$ cat src/rtl/rhc_pkg.sv
// Shared constants and the stage word type of the RGB to HSV converter.
package rhc_pkg;

    localparam int unsigned NUM_CELLS  = 8;
    localparam int unsigned NUM_STAGES = NUM_CELLS + 2;

    localparam logic [7:0] SAT_SCALE      = 8'd255;
    localparam logic [7:0] HUE_STEP       = 8'd43;
    localparam logic [7:0] HUE_BASE_RED   = 8'd0;
    localparam logic [7:0] HUE_BASE_GREEN = 8'd85;
    localparam logic [7:0] HUE_BASE_BLUE  = 8'd171;

    // Data carried from cell to cell along the divider chain.
    typedef struct packed {
        logic [7:0]  brightness;
        logic        zero_spread;
        logic        hue_neg;
        logic [7:0]  hue_base;
        logic [15:0] sat_rem;
        logic [7:0]  sat_div;
        logic [7:0]  sat_quot;
        logic [15:0] hue_rem;
        logic [7:0]  hue_div;
        logic [7:0]  hue_quot;
    } div_word_t;

endpackage

$ cat src/rtl/rgb_to_hsv_converter_core.sv
// Top level of the pipelined 8-bit RGB to HSV converter.
//
// Usage:
//   Input channel s_valid/s_ready carries one RGB pixel per item on
//   s_red, s_green, s_blue. Result channel m_valid/m_ready carries one
//   HSV triple per item on m_hue, m_saturation, m_brightness, in input
//   order.
//   An accepted item passes one front stage (max/min, sector,
//   dividends), eight divider cells that each settle one quotient bit
//   for saturation and hue, and one output stage, to reach m_valid.
//   Throughput is one item per clock while the receiver does not stall;
//   the divider chain sets the latency, and every cell takes a new item each cycle.
//   Each stage holds its own valid bit and loads whenever it or any stage
//   after it is empty, so bubbles collapse while the receiver stalls and
//   s_ready stays high until all ten stages hold an item.
//   s_ready depends combinationally on m_ready.
//   Reset (aresetn low, synchronous) empties the pipeline; there is no
//   other state.
module rgb_to_hsv_converter_core (
    input  logic       aclk,
    input  logic       aresetn,
    input  logic       s_valid,
    output logic       s_ready,
    input  logic [7:0] s_red,
    input  logic [7:0] s_green,
    input  logic [7:0] s_blue,
    output logic       m_valid,
    input  logic       m_ready,
    output logic [7:0] m_hue,
    output logic [7:0] m_saturation,
    output logic [7:0] m_brightness
);

    localparam int unsigned LAST = rhc_pkg::NUM_STAGES - 1;

    // stage_valid[0] is the front stage, [LAST] the output register
    logic [LAST:0]      stage_valid;
    logic [LAST:0]      stage_load;
    rhc_pkg::div_word_t stage_word [0:rhc_pkg::NUM_CELLS];

    // A stage may load when the sink takes the item or any later stage
    // (itself included) has a hole.
    genvar k;
    generate
        for (k = 0; k <= LAST; k++) begin : g_load
            assign stage_load[k] = m_ready || !(&stage_valid[LAST:k]);
        end
    endgenerate

    assign s_ready = stage_load[0];

    rhc_front u_front (
        .aclk      (aclk),
        .aresetn   (aresetn),
        .load      (stage_load[0]),
        .in_valid  (s_valid),
        .red       (s_red),
        .green     (s_green),
        .blue      (s_blue),
        .out_valid (stage_valid[0]),
        .out_word  (stage_word[0])
    );

    // Divider chain: each cell retires one quotient bit, MSB first.
    generate
        for (k = 1; k <= rhc_pkg::NUM_CELLS; k++) begin : g_cell
            rhc_div_cell u_cell (
                .aclk      (aclk),
                .aresetn   (aresetn),
                .load      (stage_load[k]),
                .in_valid  (stage_valid[k-1]),
                .in_word   (stage_word[k-1]),
                .out_valid (stage_valid[k]),
                .out_word  (stage_word[k])
            );
        end
    endgenerate

    rhc_back u_back (
        .aclk       (aclk),
        .aresetn    (aresetn),
        .load       (stage_load[LAST]),
        .in_valid   (stage_valid[LAST-1]),
        .in_word    (stage_word[rhc_pkg::NUM_CELLS]),
        .out_valid  (stage_valid[LAST]),
        .hue        (m_hue),
        .saturation (m_saturation),
        .brightness (m_brightness)
    );

    assign m_valid = stage_valid[LAST];

    // Grey and black pixels always come out with zero hue.
    a_grey_hue : assert property (@(posedge aclk) disable iff (!aresetn)
        m_valid && (m_saturation == 8'd0) |-> (m_hue == 8'd0))
        else $error("nonzero hue with zero saturation");

    // Black pixel gives zero saturation.
    a_black_sat : assert property (@(posedge aclk) disable iff (!aresetn)
        m_valid && (m_brightness == 8'd0) |-> (m_saturation == 8'd0))
        else $error("nonzero saturation with zero brightness");

    // Any hole in the pipeline must let a new item in.
    a_ready_on_hole : assert property (@(posedge aclk) disable iff (!aresetn)
        !(&stage_valid) |-> s_ready)
        else $error("input stalled while pipeline has a hole");

    // A stalled output item stays put until taken.
    a_out_hold : assert property (@(posedge aclk) disable iff (!aresetn)
        m_valid && !m_ready |=> m_valid && $stable(m_hue) && $stable(m_saturation))
        else $error("output item lost under stall");

endmodule

$ cat src/rtl/rhc_front.sv
// Front stage: max/min, hue sector, and the two dividends, registered.
module rhc_front (
    input  logic               aclk,
    input  logic               aresetn,
    input  logic               load,
    input  logic               in_valid,
    input  logic [7:0]         red,
    input  logic [7:0]         green,
    input  logic [7:0]         blue,
    output logic               out_valid,
    output rhc_pkg::div_word_t out_word
);

    logic               valid_reg;
    rhc_pkg::div_word_t word_reg;
    rhc_pkg::div_word_t word_next;

    logic [7:0]  hi;
    logic [7:0]  lo;
    logic [7:0]  spread;
    logic [7:0]  op_a;
    logic [7:0]  op_b;
    logic [7:0]  mag;
    logic [7:0]  base;

    always_comb begin
        hi = red;
        if (green > hi) hi = green;
        if (blue > hi) hi = blue;
        lo = red;
        if (green < lo) lo = green;
        if (blue < lo) lo = blue;
        spread = hi - lo;

        // sector choice: red first, then green, on ties
        if (hi == red) begin
            op_a = green;
            op_b = blue;
            base = rhc_pkg::HUE_BASE_RED;
        end else if (hi == green) begin
            op_a = blue;
            op_b = red;
            base = rhc_pkg::HUE_BASE_GREEN;
        end else begin
            op_a = red;
            op_b = green;
            base = rhc_pkg::HUE_BASE_BLUE;
        end
        mag = (op_a < op_b) ? (op_b - op_a) : (op_a - op_b);

        word_next.brightness  = hi;
        word_next.zero_spread = (spread == 8'd0);
        word_next.hue_neg     = (op_a < op_b);
        word_next.hue_base    = base;
        // 255 * spread without a multiplier
        word_next.sat_rem     = {spread, 8'h00} - {8'h00, spread};
        word_next.sat_div     = hi;
        word_next.sat_quot    = 8'd0;
        word_next.hue_rem     = 16'(mag) * 16'(rhc_pkg::HUE_STEP);
        word_next.hue_div     = spread;
        word_next.hue_quot    = 8'd0;
    end

    always_ff @(posedge aclk) begin
        if (!aresetn) begin
            valid_reg <= 1'b0;
        end else if (load) begin
            valid_reg <= in_valid;
        end
    end

    always_ff @(posedge aclk) begin
        if (load) begin
            word_reg <= word_next;
        end
    end

    assign out_valid = valid_reg;
    assign out_word  = word_reg;

endmodule

$ cat src/rtl/rhc_div_cell.sv
// Divider cell: one restoring quotient bit for both the saturation and hue quotients.
module rhc_div_cell (
    input  logic               aclk,
    input  logic               aresetn,
    input  logic               load,
    input  logic               in_valid,
    input  rhc_pkg::div_word_t in_word,
    output logic               out_valid,
    output rhc_pkg::div_word_t out_word
);

    logic               valid_reg;
    rhc_pkg::div_word_t word_reg;
    rhc_pkg::div_word_t word_next;

    logic [15:0] sat_dshift;
    logic [15:0] hue_dshift;
    logic        sat_bit;
    logic        hue_bit;
    logic [15:0] sat_left;
    logic [15:0] hue_left;

    always_comb begin
        // remainder stays below divisor << 8, so the doubled remainder fits
        sat_dshift = {1'b0, in_word.sat_div, 7'd0};
        hue_dshift = {1'b0, in_word.hue_div, 7'd0};
        sat_bit    = (in_word.sat_rem >= sat_dshift);
        hue_bit    = (in_word.hue_rem >= hue_dshift);
        sat_left   = sat_bit ? (in_word.sat_rem - sat_dshift) : in_word.sat_rem;
        hue_left   = hue_bit ? (in_word.hue_rem - hue_dshift) : in_word.hue_rem;

        word_next          = in_word;
        word_next.sat_rem  = {sat_left[14:0], 1'b0};
        word_next.hue_rem  = {hue_left[14:0], 1'b0};
        word_next.sat_quot = {in_word.sat_quot[6:0], sat_bit};
        word_next.hue_quot = {in_word.hue_quot[6:0], hue_bit};
    end

    always_ff @(posedge aclk) begin
        if (!aresetn) begin
            valid_reg <= 1'b0;
        end else if (load) begin
            valid_reg <= in_valid;
        end
    end

    always_ff @(posedge aclk) begin
        if (load) begin
            word_reg <= word_next;
        end
    end

    assign out_valid = valid_reg;
    assign out_word  = word_reg;

endmodule

$ cat src/rtl/rhc_back.sv
// Back stage: signs and offsets the hue, applies the grey and black cases, output register.
module rhc_back (
    input  logic               aclk,
    input  logic               aresetn,
    input  logic               load,
    input  logic               in_valid,
    input  rhc_pkg::div_word_t in_word,
    output logic               out_valid,
    output logic [7:0]         hue,
    output logic [7:0]         saturation,
    output logic [7:0]         brightness
);

    logic       valid_reg;
    logic [7:0] hue_reg;
    logic [7:0] sat_reg;
    logic [7:0] bright_reg;
    logic [7:0] hue_next;
    logic [7:0] sat_next;

    always_comb begin
        // zero spread covers both grey and black pixels
        if (in_word.zero_spread) begin
            hue_next = 8'd0;
            sat_next = 8'd0;
        end else begin
            hue_next = in_word.hue_neg ? (in_word.hue_base - in_word.hue_quot)
                                       : (in_word.hue_base + in_word.hue_quot);
            sat_next = in_word.sat_quot;
        end
    end

    always_ff @(posedge aclk) begin
        if (!aresetn) begin
            valid_reg <= 1'b0;
        end else if (load) begin
            valid_reg <= in_valid;
        end
    end

    always_ff @(posedge aclk) begin
        if (load) begin
            hue_reg    <= hue_next;
            sat_reg    <= sat_next;
            bright_reg <= in_word.brightness;
        end
    end

    assign out_valid  = valid_reg;
    assign hue        = hue_reg;
    assign saturation = sat_reg;
    assign brightness = bright_reg;

endmodule

$ cat config.mk
export PLATFORM = sky130hd
export DESIGN_NAME = rgb_to_hsv_converter_core
export DESIGN_NICKNAME = d
export VERILOG_FILES = /design/src/rtl/rhc_pkg.sv /design/src/rtl/rgb_to_hsv_converter_core.sv /design/src/rtl/rhc_front.sv /design/src/rtl/rhc_div_cell.sv /design/src/rtl/rhc_back.sv
export SDC_FILE = /design/constraint.sdc
export NUM_CORES = 1
export LEC_CHECK = 0
export CORE_MARGIN = 2
export CORE_UTILIZATION = 65
export DETAILED_ROUTE_END_ITERATION = 10
export DONT_BUFFER_PORTS = 1
export GPL_TIMING_DRIVEN = 1
export PLACE_DENSITY = 0.81
export SLEW_MARGIN = 25
export SYNTH_ARGS = -nofsm -noshare
export SYNTH_HDL_FRONTEND = slang
export SYNTH_HIERARCHICAL = 1
export SYNTH_SLANG_ARGS = --single-unit
$ cat constraint.sdc
create_clock -name aclk -period 16.3 [get_ports aclk]
set_input_delay 0 -clock aclk [delete_from_list [all_inputs] [get_ports aclk]]
set_output_delay 0 -clock aclk [all_outputs]
set_load 0.01 [all_outputs]
==> results of run 1 <==
## layout make-up
class	count	area (um2)	area share (%)
Inverter	256	960.9	2.826
Timing Repair Buffer	29	282.8	0.8315
Tap cell	615	769.5	2.263
Clock inverter	31	375.4	1.104
Clock buffer	80	1617	4.753
Multi-Input combinational cell	1360	11420	33.59
Sequential cell	622	18580	54.63
Antenna cell	1	2.502	0.007358
## routing by layer
layer,up-vias,wire [um],global-route usage [%]
met5,-,40,0
met4,6,1470,6.989
met3,112,2241,3.635
met2,431,29100,42.09
met1,8542,23010,28.56
li1,8600,-,-
## worst max-delay path, delay by kind of cell
kind	cells	cell delay (ps)
buf+inv	4	860
fa+ha+maj	8	2870
compound gates	16	3640
xor+xnor	1	280
simple gates	7	1630
mux	3	1100
## path summary, 6_finish.rpt
kind,startpoint,cells past startpoint,to,slack [ps]
setup reg to reg,u_front/out_word[48],6,g_cell[1].u_cell/out_word[27],13250
hold / removal,m_ready,2,g_cell[7].u_cell/out_word[73],60
hold reg to reg,g_cell[5].u_cell/out_word[64],0,g_cell[6].u_cell/out_word[64],410
setup / recovery,s_red[4],39,u_front/out_word[29],6220
## stage by stage
step                      hold slack, ps  instance area (um2)  util (%)  std cells
final                              61.91                34010     71.38       2994
after detailed placement           138.9                31780     66.70       2860
after global routing               64.86                34010     71.37       2993
after global placement             133.2                31780     66.70       2860
after CTS                          7.306                33980     71.33       2992
after floorplan                    128.2                31310         -       2303
## layout by cell type, fill, tap and decap left out, types with 13 or more instances in the layout
cell,instances
nand2_1,52
inv_1,254
clkbuf_1,16
o21ai_0,72
and3_1,19
clkbuf_16,60
xor2_1,26
a21oi_1,124
o211ai_1,15
nand4_1,24
fa_1,27
mux2_2,89
mux2i_1,72
xnor2_1,79
dlygate4sd3_1,21
or3_1,15
o21a_1,50
clkinv_2,13
nor2b_1,66
conb_1,16
edfxtp_1,612
a21o_1,38
mux2_4,13
a211oi_1,31
nor3_1,26
nor2_1,103
ha_1,217
o2111ai_1,23
==> metrics.md, run 1 <==
| Metric | Value |
|---|---|
| Vias in the first global route | `between 15,000 and 20,000` |
| Status | `finished clean` |
| Fraction of layout cells with a size suffix above 1 | `10.51%` |
| GP Congestion | `between 0.8 and 0.9` |
| Die Width | `approximately 220 um` |
| Final ANT Viol Nets | `0` |
| Final Hold Fails | `0` |
| CP Capture Type | `register` |
| Via count | `17,691` |
| Area grow syn2layout | `8.715%` |
| Req. time, crit path | `approximately 17,000 ps` |
| # setup viols final | `0` |
| Overflow after GRT | `0` |
| Die ar. | `0.04990 mm2` |
| Fin crit period | `10,080 ps` |
| Setup Fix Bufs, Post-CTS | `0` |
| RSZ-0062 raised after global routing | `no` |
| TritonCTS clock tree | `built` |
| Actual slew at the worst max-slew pin | `around 1000 ps` |
| Clk slew on worst S/H paths | `roughly 60 ps` |
| Mean Syn Cell Area | `approximately 14 um2` |
| Worst-skew pair later-pin latency | `600 ps` |
| Drt pass-1 iters | `5` |
| Slowest-stage cell, CP | `nand3_2` |
| Syn Inst Count | `2,295` |
| Crit share post-route | `61.85%` |
| CP Data Arrival Time | `roughly 10,000 ps` |
| Tightest Hold Check Type | `in2reg` |
| WS Path Type | `in2reg` |
| Largest net degree at the start of global routing | `just under 80` |
| Max-slew violations | `0` |
| Netlist Area Pre-Place | `between 0.03 and 0.04 mm2` |
| Row cnt | `80` |
| Routed wire length per instance | `roughly 19 um` |
| Crit path largest cell delay | `a little over 800 ps` |
| Final HPWL from detailed placement | `about 40,000 um` |
| Cts repair resizes | `0` |
| Pre-CTS setup slack | `~6200 ps` |
| Root buffer cell | `clkbuf_16` |
| Type of origin of the critical path | `primary input` |
| I/O Pins | `between 50 and 60` |
| NumNets Final | `between 2,000 and 3,000` |
| Initial core utilization | `between 60% and 70%` |
| # DRC | `0` |
| CTS Buf Count | `59` |
| 1st-iter DRT viols | `between 900 and 1,000` |
| Final WL | `55,860 um` |
| Max reg flops | `538` |
| Fmax achieved | `99.18 MHz` |
| GRT Overall Usage | `a little under a quarter` |
| Core area | `approximately 0.048 mm2` |
| Filler cells | `roughly 3,000` |
| Synth Warn # | `6` |
| Max-capacitance violation count | `0` |
| Clock sink total | `622` |
| First-pass GRT wire length | `just over 90,000 um` |
| Skew final | `between 10 and 15 ps` |
| # hold bufs at CTS | `21` |
| Worst setup margin | `around 6200 ps` |
| Max FO, Critical Path | `32` |
| Initial antenna violation count | `3` |
| Port Buffers | `0` |
| Clock Path Buffers | `3` |
| H-tree levels | `2` |
| Max_slew headroom | `about a third` |
| Die Span Y | `between 200 and 250 um` |
| Via density | `between 5 and 6` |
| Setup tns final | `0 ps` |
| Most common cell on crit path | `o21ai_0` |
Power of run 1 is left out: the tool's default activity adds up to more than one toggle a clock period on the data nets, which glitch-free logic cannot reach.
==> run 2, diff against run 1 <==
--- a/config.mk
+++ b/config.mk
@@ -5,6 +5,7 @@
 export SDC_FILE = /design/constraint.sdc
 export NUM_CORES = 1
 export LEC_CHECK = 0
+export ABC_AREA = 1
 export CORE_MARGIN = 2
 export CORE_UTILIZATION = 65
 export DETAILED_ROUTE_END_ITERATION = 10
==> constraint.sdc (replaced) <==
create_clock -name aclk -period 9.9 [get_ports aclk]
set_input_delay 0 -clock aclk [delete_from_list [all_inputs] [get_ports aclk]]
set_output_delay 0 -clock aclk [all_outputs]
set_load 0.01 [all_outputs]
==> run 2 against run 1 <==
Critical path type unchanged. Clock skew up 8.3 ps. Highest routed layer is now met4. Hold slack worse by 110 ps. Count of clock-buffer cells in the layout down 16. The flow now finishes with violations (hold timing). Cell count up 34%. Sequential cell count unchanged.
==> metrics.md, run 2 <==
| Metric | Value |
|---|---|
| Tightest Hold Check Type | `in2reg (unchanged)` |
| 1st-iter DRT viols | `1,335 (was 957)` |
| First-pass GRT wire length | `106,700 um (was 92,620 um)` |
| H-tree levels | `2 (unchanged)` |
| Die Width | `229.5 um (was 223.4 um)` |
| Max_slew headroom | `37.10% (was 33.53%)` |
| NumNets Final | `3,570 (was 2,600)` |
| Max reg flops | `538 (unchanged)` |
| Final HPWL from detailed placement | `46,930 um (was 39,910 um)` |
| Dpl cell area | `0.03370 mm2 (was 0.03178 mm2)` |
| GP Congestion | `0.9053 (was 0.8878)` |
| CTS Buf Count | `58 (was 59)` |
| Max-capacitance violation count | `0 (unchanged)` |
| Drt pass-1 iters | `6 (was 5)` |
| Net switching power | `approximately 5.3 mW` |
| Setup tns final | `0 ps (unchanged)` |
| CP Capture Type | `register (unchanged)` |
| Max IR drop VDD | `~0.2 mV` |
| Commonest non-fill, non-tap cell in the layout | `nand2_1 (was edfxtp_1)` |
| Syn Inst Count | `3,241 (was 2,295)` |
| Most common cell on crit path | `nand2_1 (was o21ai_0)` |
| Worst setup path startpoint | `s_red[1] (was s_red[4])` |
| Row cnt | `82 (was 80)` |
| Root buffer cell | `clkbuf_16 (unchanged)` |
| Clock sink total | `622 (unchanged)` |
| Port Buffers | `0 (unchanged)` |
| Pre-CTS setup slack | `583.1 ps (was 6242 ps)` |
| Core Util, Final | `71.44% (was 71.38%)` |
| Initial antenna violation count | `0 (was 3)` |
| Fmax achieved | `about 110 MHz` |
| Max FO, Critical Path | `36 (was 32)` |
| Commonest cells after routing, fill and taps aside | `nand2_1, edfxtp_1, inv_1, nand3_1, ha_1 (was edfxtp_1, inv_1, ha_1, a21oi_1, nor2_1)` |
| Seq pwr share | `a little under two fifths` |
| Clock Path Buffers | `3 (unchanged)` |
| Switching Fraction | `approximately two fifths` |
| Synth Warn # | `6 (unchanged)` |
| Final cell count without fillers | `4,016 (was 2,994)` |
| Worst Hold Launch | `m_ready (unchanged)` |
| Critical path buffer and inverter count | `6 (was 4)` |
| Pwr Total | `13.03 mW` |
| Status | `finished, violations left (was finished clean)` |
| Largest net degree at the start of global routing | `81 (was 78)` |
| Via density | `5.300 (was 5.909)` |
| Mean Syn Cell Area | `10.20 um2 (was 13.63 um2)` |
| CP Data Arrival Time | `9190 ps (was 10,420 ps)` |
| Initial core utilization | `65.88% (was 65.66%)` |
| CP top delay family | `simple AND/OR/NAND/NOR gates (was compound AO/OA/AOI/OAI gates)` |
| RSZ-0062 raised after global routing | `no (unchanged)` |
| Failing checks | `hold timing` |
| Slowest-stage cell, CP | `fa_1 (was nand3_2)` |
| # diodes | `0 (was 1)` |
| I/O Pins | `54 (unchanged)` |
| Fin area | `0.03584 mm2 (was 0.03401 mm2)` |
| Comb pwr share | `roughly 46%` |
| Area grow syn2layout | `8.430% (was 8.715%)` |
| Worst setup margin | `1069 ps (was 6218 ps)` |
| Final ANT Viol Nets | `0 (unchanged)` |
| TritonCTS clock tree | `built (unchanged)` |
| Crit path largest cell delay | `540 ps (was 810 ps)` |
| Die ar. | `0.05267 mm2 (was 0.04990 mm2)` |
| Clk pwr share | `16.4%` |
| Actual slew at the worst max-slew pin | `943.5 ps (was 997.1 ps)` |
| Placed Cells | `3,886 (was 2,860)` |
| Core area | `0.05017 mm2 (was 0.04765 mm2)` |
| Lkg Pwr | `roughly 17 nW` |
| Worst r2r src | `u_back/out_valid (was u_front/out_word[48])` |
| Req. time, crit path | `10,260 ps (was 16,640 ps)` |
| Vias in the first global route | `21,699 (was 18,188)` |
| WS Path Type | `in2reg (unchanged)` |
| Via count | `21,286 (was 17,691)` |
| # setup viols final | `0 (unchanged)` |
| Type of origin of the critical path | `primary input (unchanged)` |
| Final Hold Fails | `19 (was 0)` |
| Clk slew on worst S/H paths | `60 ps (about the same)` |
| GRT Overall Usage | `25.22% (was 23.15%)` |
| Pint | `a little under 8 mW` |
| Fraction of layout cells with a size suffix above 1 | `11.87% (was 10.51%)` |
| Die Span Y | `229.5 um (was 223.4 um)` |
| Setup Fix Bufs, Post-CTS | `0 (unchanged)` |
| Max-slew violations | `0 (unchanged)` |
| Pwr/cell area | `between 300 and 400 mW/mm2` |
| Crit share post-route | `89.21%` |
| Worst-skew pair later-pin latency | `620 ps (was 600 ps)` |
| Netlist Area Pre-Place | `0.03305 mm2 (was 0.03128 mm2)` |
| Final WL | `64,640 um (was 55,860 um)` |
| Min Hold Slack | `-44.90 ps (was 61.91 ps)` |
| # DRC | `0 (unchanged)` |
| Routed wire length per instance | `16.09 um (was 18.66 um)` |
| Skew final | `22.82 ps (was 14.50 ps)` |
| Fin crit period | `between 8000 and 9000 ps` |
| Overflow after GRT | `0 (unchanged)` |
## run 2: timing repair
item,CTS,global route
hold endpoints to repair,50,0
resized for setup,0,0
hold buffers,21,0
## run 2: area by class of cell
cell class,count,area [um2]
multi-input cells,2027,12150
inverters,559,2101
repair buffers,30,330.3
clock inverters,42,365.4
clock buffers,64,1474
fillers,3479,14330
flip-flops and latches,622,18580
well taps,672,840.8
## run 2: per-layer routing
metal	track usage (%)	up-vias	share of wire, %
met5	0	-	0
met4	8.502	0	3.0
met3	3.075	134	3.7
met2	46.52	478	52
met1	30.53	9993	41
li1	-	10681	-
## run 2: final timing paths
check             slack [ps]                            to  cells after the start
setup / recovery        1070          u_front/out_word[29]                     54
hold / removal           -40    g_cell[5].u_cell/out_valid                      3
setup reg to reg        7290             u_front/out_valid                      6
hold reg to reg          410  g_cell[5].u_cell/out_word[3]                      0
## run 2: worst min-delay path, delay by kind of cell
kind	cells	cell delay, ps
AND/OR/NAND/NOR	2	390
AO/OA/AOI/OAI	1	110
## run 2: power groups by stage
stage	Sequential, mW	Combinational (mW)	Clock (mW)
4_1_cts	4.88	5.97	2.18
6_report	4.88	6.01	2.14
3_5_place_dp	4.92	5.88	0
2_1_floorplan	4.65	4.79	0
5_1_grt	4.98	6.86	2.28
3_3_place_gp	4.88	5.59	0
(Power assumes the default switching activity.)
==> run 3, diff against run 2 <==
--- a/config.mk
+++ b/config.mk
@@ -5,9 +5,9 @@
 export SDC_FILE = /design/constraint.sdc
 export NUM_CORES = 1
 export LEC_CHECK = 0
-export ABC_AREA = 1
 export CORE_MARGIN = 2
 export CORE_UTILIZATION = 65
+export CTS_CLUSTER_SIZE = 30
 export DETAILED_ROUTE_END_ITERATION = 10
 export DONT_BUFFER_PORTS = 1
 export GPL_TIMING_DRIVEN = 1
==> run 3 against run 2 <==
The run now ends clean. Global-route usage decreased by 2.1 points. Sequential share of layout area increased by 2.8 points. Critical endpoint unchanged. Core utilization decreased by 0.11 points.
==> metrics.md, run 3 (synthesized netlist as in run 1, its figures left out) <==
| Metric | Value |
|---|---|
| GRT Overall Usage | `23.09% (was 25.22%)` |
| I/O Pins | `54 (unchanged)` |
| # setup viols final | `0 (unchanged)` |
| Multi-input gate area | `0.01143 mm2 (was 0.01215 mm2)` |
| CTS Buf Count | `58 (unchanged)` |
| Most common cell on crit path | `o21ai_0 (was nand2_1)` |
| Vias in the first global route | `18,261 (was 21,699)` |
| CP Capture Type | `register (unchanged)` |
| Fraction of layout cells with a size suffix above 1 | `10.59% (was 11.87%)` |
| Area occupied by registers | `0.01858 mm2 (unchanged)` |
| Setup Fix Bufs, Post-CTS | `0 (unchanged)` |
| Largest net degree at the start of global routing | `78 (was 81)` |
| Port Buffers | `0 (unchanged)` |
| Max-slew violations | `0 (unchanged)` |
| Setup tns final | `0 ps (unchanged)` |
| Actual slew at the worst max-slew pin | `1011 ps (was 943.5 ps)` |
| Clock sink total | `622 (unchanged)` |
| WS Path Type | `in2reg (unchanged)` |
| Commonest non-fill, non-tap cell in the layout | `edfxtp_1 (was nand2_1)` |
| Root buffer cell | `clkbuf_16 (unchanged)` |
| Tightest Hold Check Type | `in2reg (unchanged)` |
| Skew final | `23.08 ps (was 22.82 ps)` |
| TritonCTS clock tree | `built (unchanged)` |
| Worst r2r src | `u_front/out_word[48] (was u_back/out_valid)` |
| Routed wire length per instance | `18.75 um (was 16.09 um)` |
| # diodes | `0 (unchanged)` |
| Max reg flops | `538 (unchanged)` |
| Clock Path Buffers | `3 (unchanged)` |
| Drt pass-1 iters | `6 (unchanged)` |
| # DRC | `0 (unchanged)` |
| GP Congestion | `0.8841 (was 0.9053)` |
| Cts repair resizes | `0 (unchanged)` |
| Overflow after GRT | `0 (unchanged)` |
| Fin crit period | `9244 ps (was 8831 ps)` |
| Max FO, Critical Path | `23 (was 36)` |
| Slowest-stage cell, CP | `dlygate4sd3_1 (was fa_1)` |
| Fmax achieved | `108.2 MHz (was 113.2 MHz)` |
| Crit path largest cell delay | `620 ps (was 540 ps)` |
| Die Width | `223.4 um (was 229.5 um)` |
| Final WL | `56,170 um (was 64,640 um)` |
| Initial core utilization | `65.66% (was 65.88%)` |
| Req. time, crit path | `10,240 ps (was 10,260 ps)` |
| Status | `finished clean (was finished, violations left)` |
| Worst-skew pair later-pin latency | `610 ps (was 620 ps)` |
| Worst Hold Launch | `s_red[7] (was m_ready)` |
| 1st-iter DRT viols | `1,111 (was 1,335)` |
| Filler cells | `2,998 (was 3,479)` |
| Initial antenna violation count | `3 (was 0)` |
| RSZ-0062 raised after global routing | `no (unchanged)` |
| # hold bufs at CTS | `22 (was 21)` |
| Via count | `17,808 (was 21,286)` |
| Die ar. | `0.04990 mm2 (was 0.05267 mm2)` |
| Core area | `0.04765 mm2 (was 0.05017 mm2)` |
| Type of origin of the critical path | `primary input (unchanged)` |
| Row cnt | `80 (was 82)` |
| Worst setup path startpoint | `s_red[4] (was s_red[1])` |
| Max_slew headroom | `32.34% (was 37.10%)` |
| Die Span Y | `223.4 um (was 229.5 um)` |
| H-tree levels | `2 (unchanged)` |
| Final HPWL from detailed placement | `39,560 um (was 46,930 um)` |
| Via density | `5.946 (was 5.300)` |
| Area grow syn2layout | `8.635% (was 8.430%)` |
| Final ANT Viol Nets | `0 (unchanged)` |
| Crit share post-route | `93.37% (was 89.21%)` |
| Final Hold Fails | `0 (was 19)` |
| Max-capacitance violation count | `0 (unchanged)` |
| Commonest cells after routing, fill and taps aside | `edfxtp_1, inv_1, ha_1, a21oi_1, nor2_1 (was nand2_1, edfxtp_1, inv_1, nand3_1, ha_1)` |
| NumNets Final | `2,604 (was 3,570)` |
| Clk slew on worst S/H paths | `60 ps (about the same)` |
| First-pass GRT wire length | `92,150 um (was 106,700 um)` |
| CP Data Arrival Time | `9580 ps (was 9190 ps)` |
## run 3: metrics by stage
step / utilization (%) / hold slack (ps) / cells / setup slack, ps / cell area, um2
2_1_floorplan: - / 128.2 / 2303 / 1270 / 31310
3_3_place_gp: 66.77 / 132.8 / 2864 / 862.4 / 31810
3_5_place_dp: 66.77 / 141.0 / 2864 / 688.0 / 31810
4_1_cts: 71.27 / 40.12 / 2994 / 775.9 / 33960
5_1_grt: 71.33 / 94.72 / 2995 / 83.74 / 33980
6_report: 71.33 / 79.39 / 2995 / 655.9 / 33980
## run 3: area by class of cell
class                           count  area share (%)
Clock buffer                       69           4.484
Clock inverter                     39           1.174
Inverter                          256           2.828
Multi-Input combinational cell   1360           33.63
Sequential cell                   622           54.67
Tap cell                          615           2.264
Timing Repair Buffer               34          0.9499
## run 3: critical path: cells and delay by family
| kind | cells | cell delay, ps |
|---|---|---|
| multiplexers | 3 | 860 |
| AND/OR/NAND/NOR | 7 | 990 |
| buffers and inverters | 5 | 1150 |
| AO/OA/AOI/OAI | 16 | 3580 |
| adder cells (fa/ha/maj) | 7 | 2680 |
| XOR/XNOR | 1 | 270 |
## run 3: final timing paths
| check | slack, ps | endpoint | depth (start not counted) |
|---|---|---|---|
| max | 660 | u_front/out_word[29] | 39 |
| min | 80 | u_front/out_word[56] | 4 |
| max reg2reg | 6780 | g_cell[1].u_cell/out_word[30] | 6 |
| min reg2reg | 400 | g_cell[4].u_cell/out_word[65] | 0 |
## run 3: layer usage
| metal | wire length (um) | share of wire (%) | global-route usage [%] |
|---|---|---|---|
| met4 | 1873 | 3.3 | 8.430 |
| met3 | 2562 | 4.6 | 3.951 |
| met5 | 30 | 0.053 | 0 |
| met1 | 23340 | 42 | 28.29 |
| met2 | 28360 | 50 | 41.28 |
Power of run 3 is left out for the same reason.
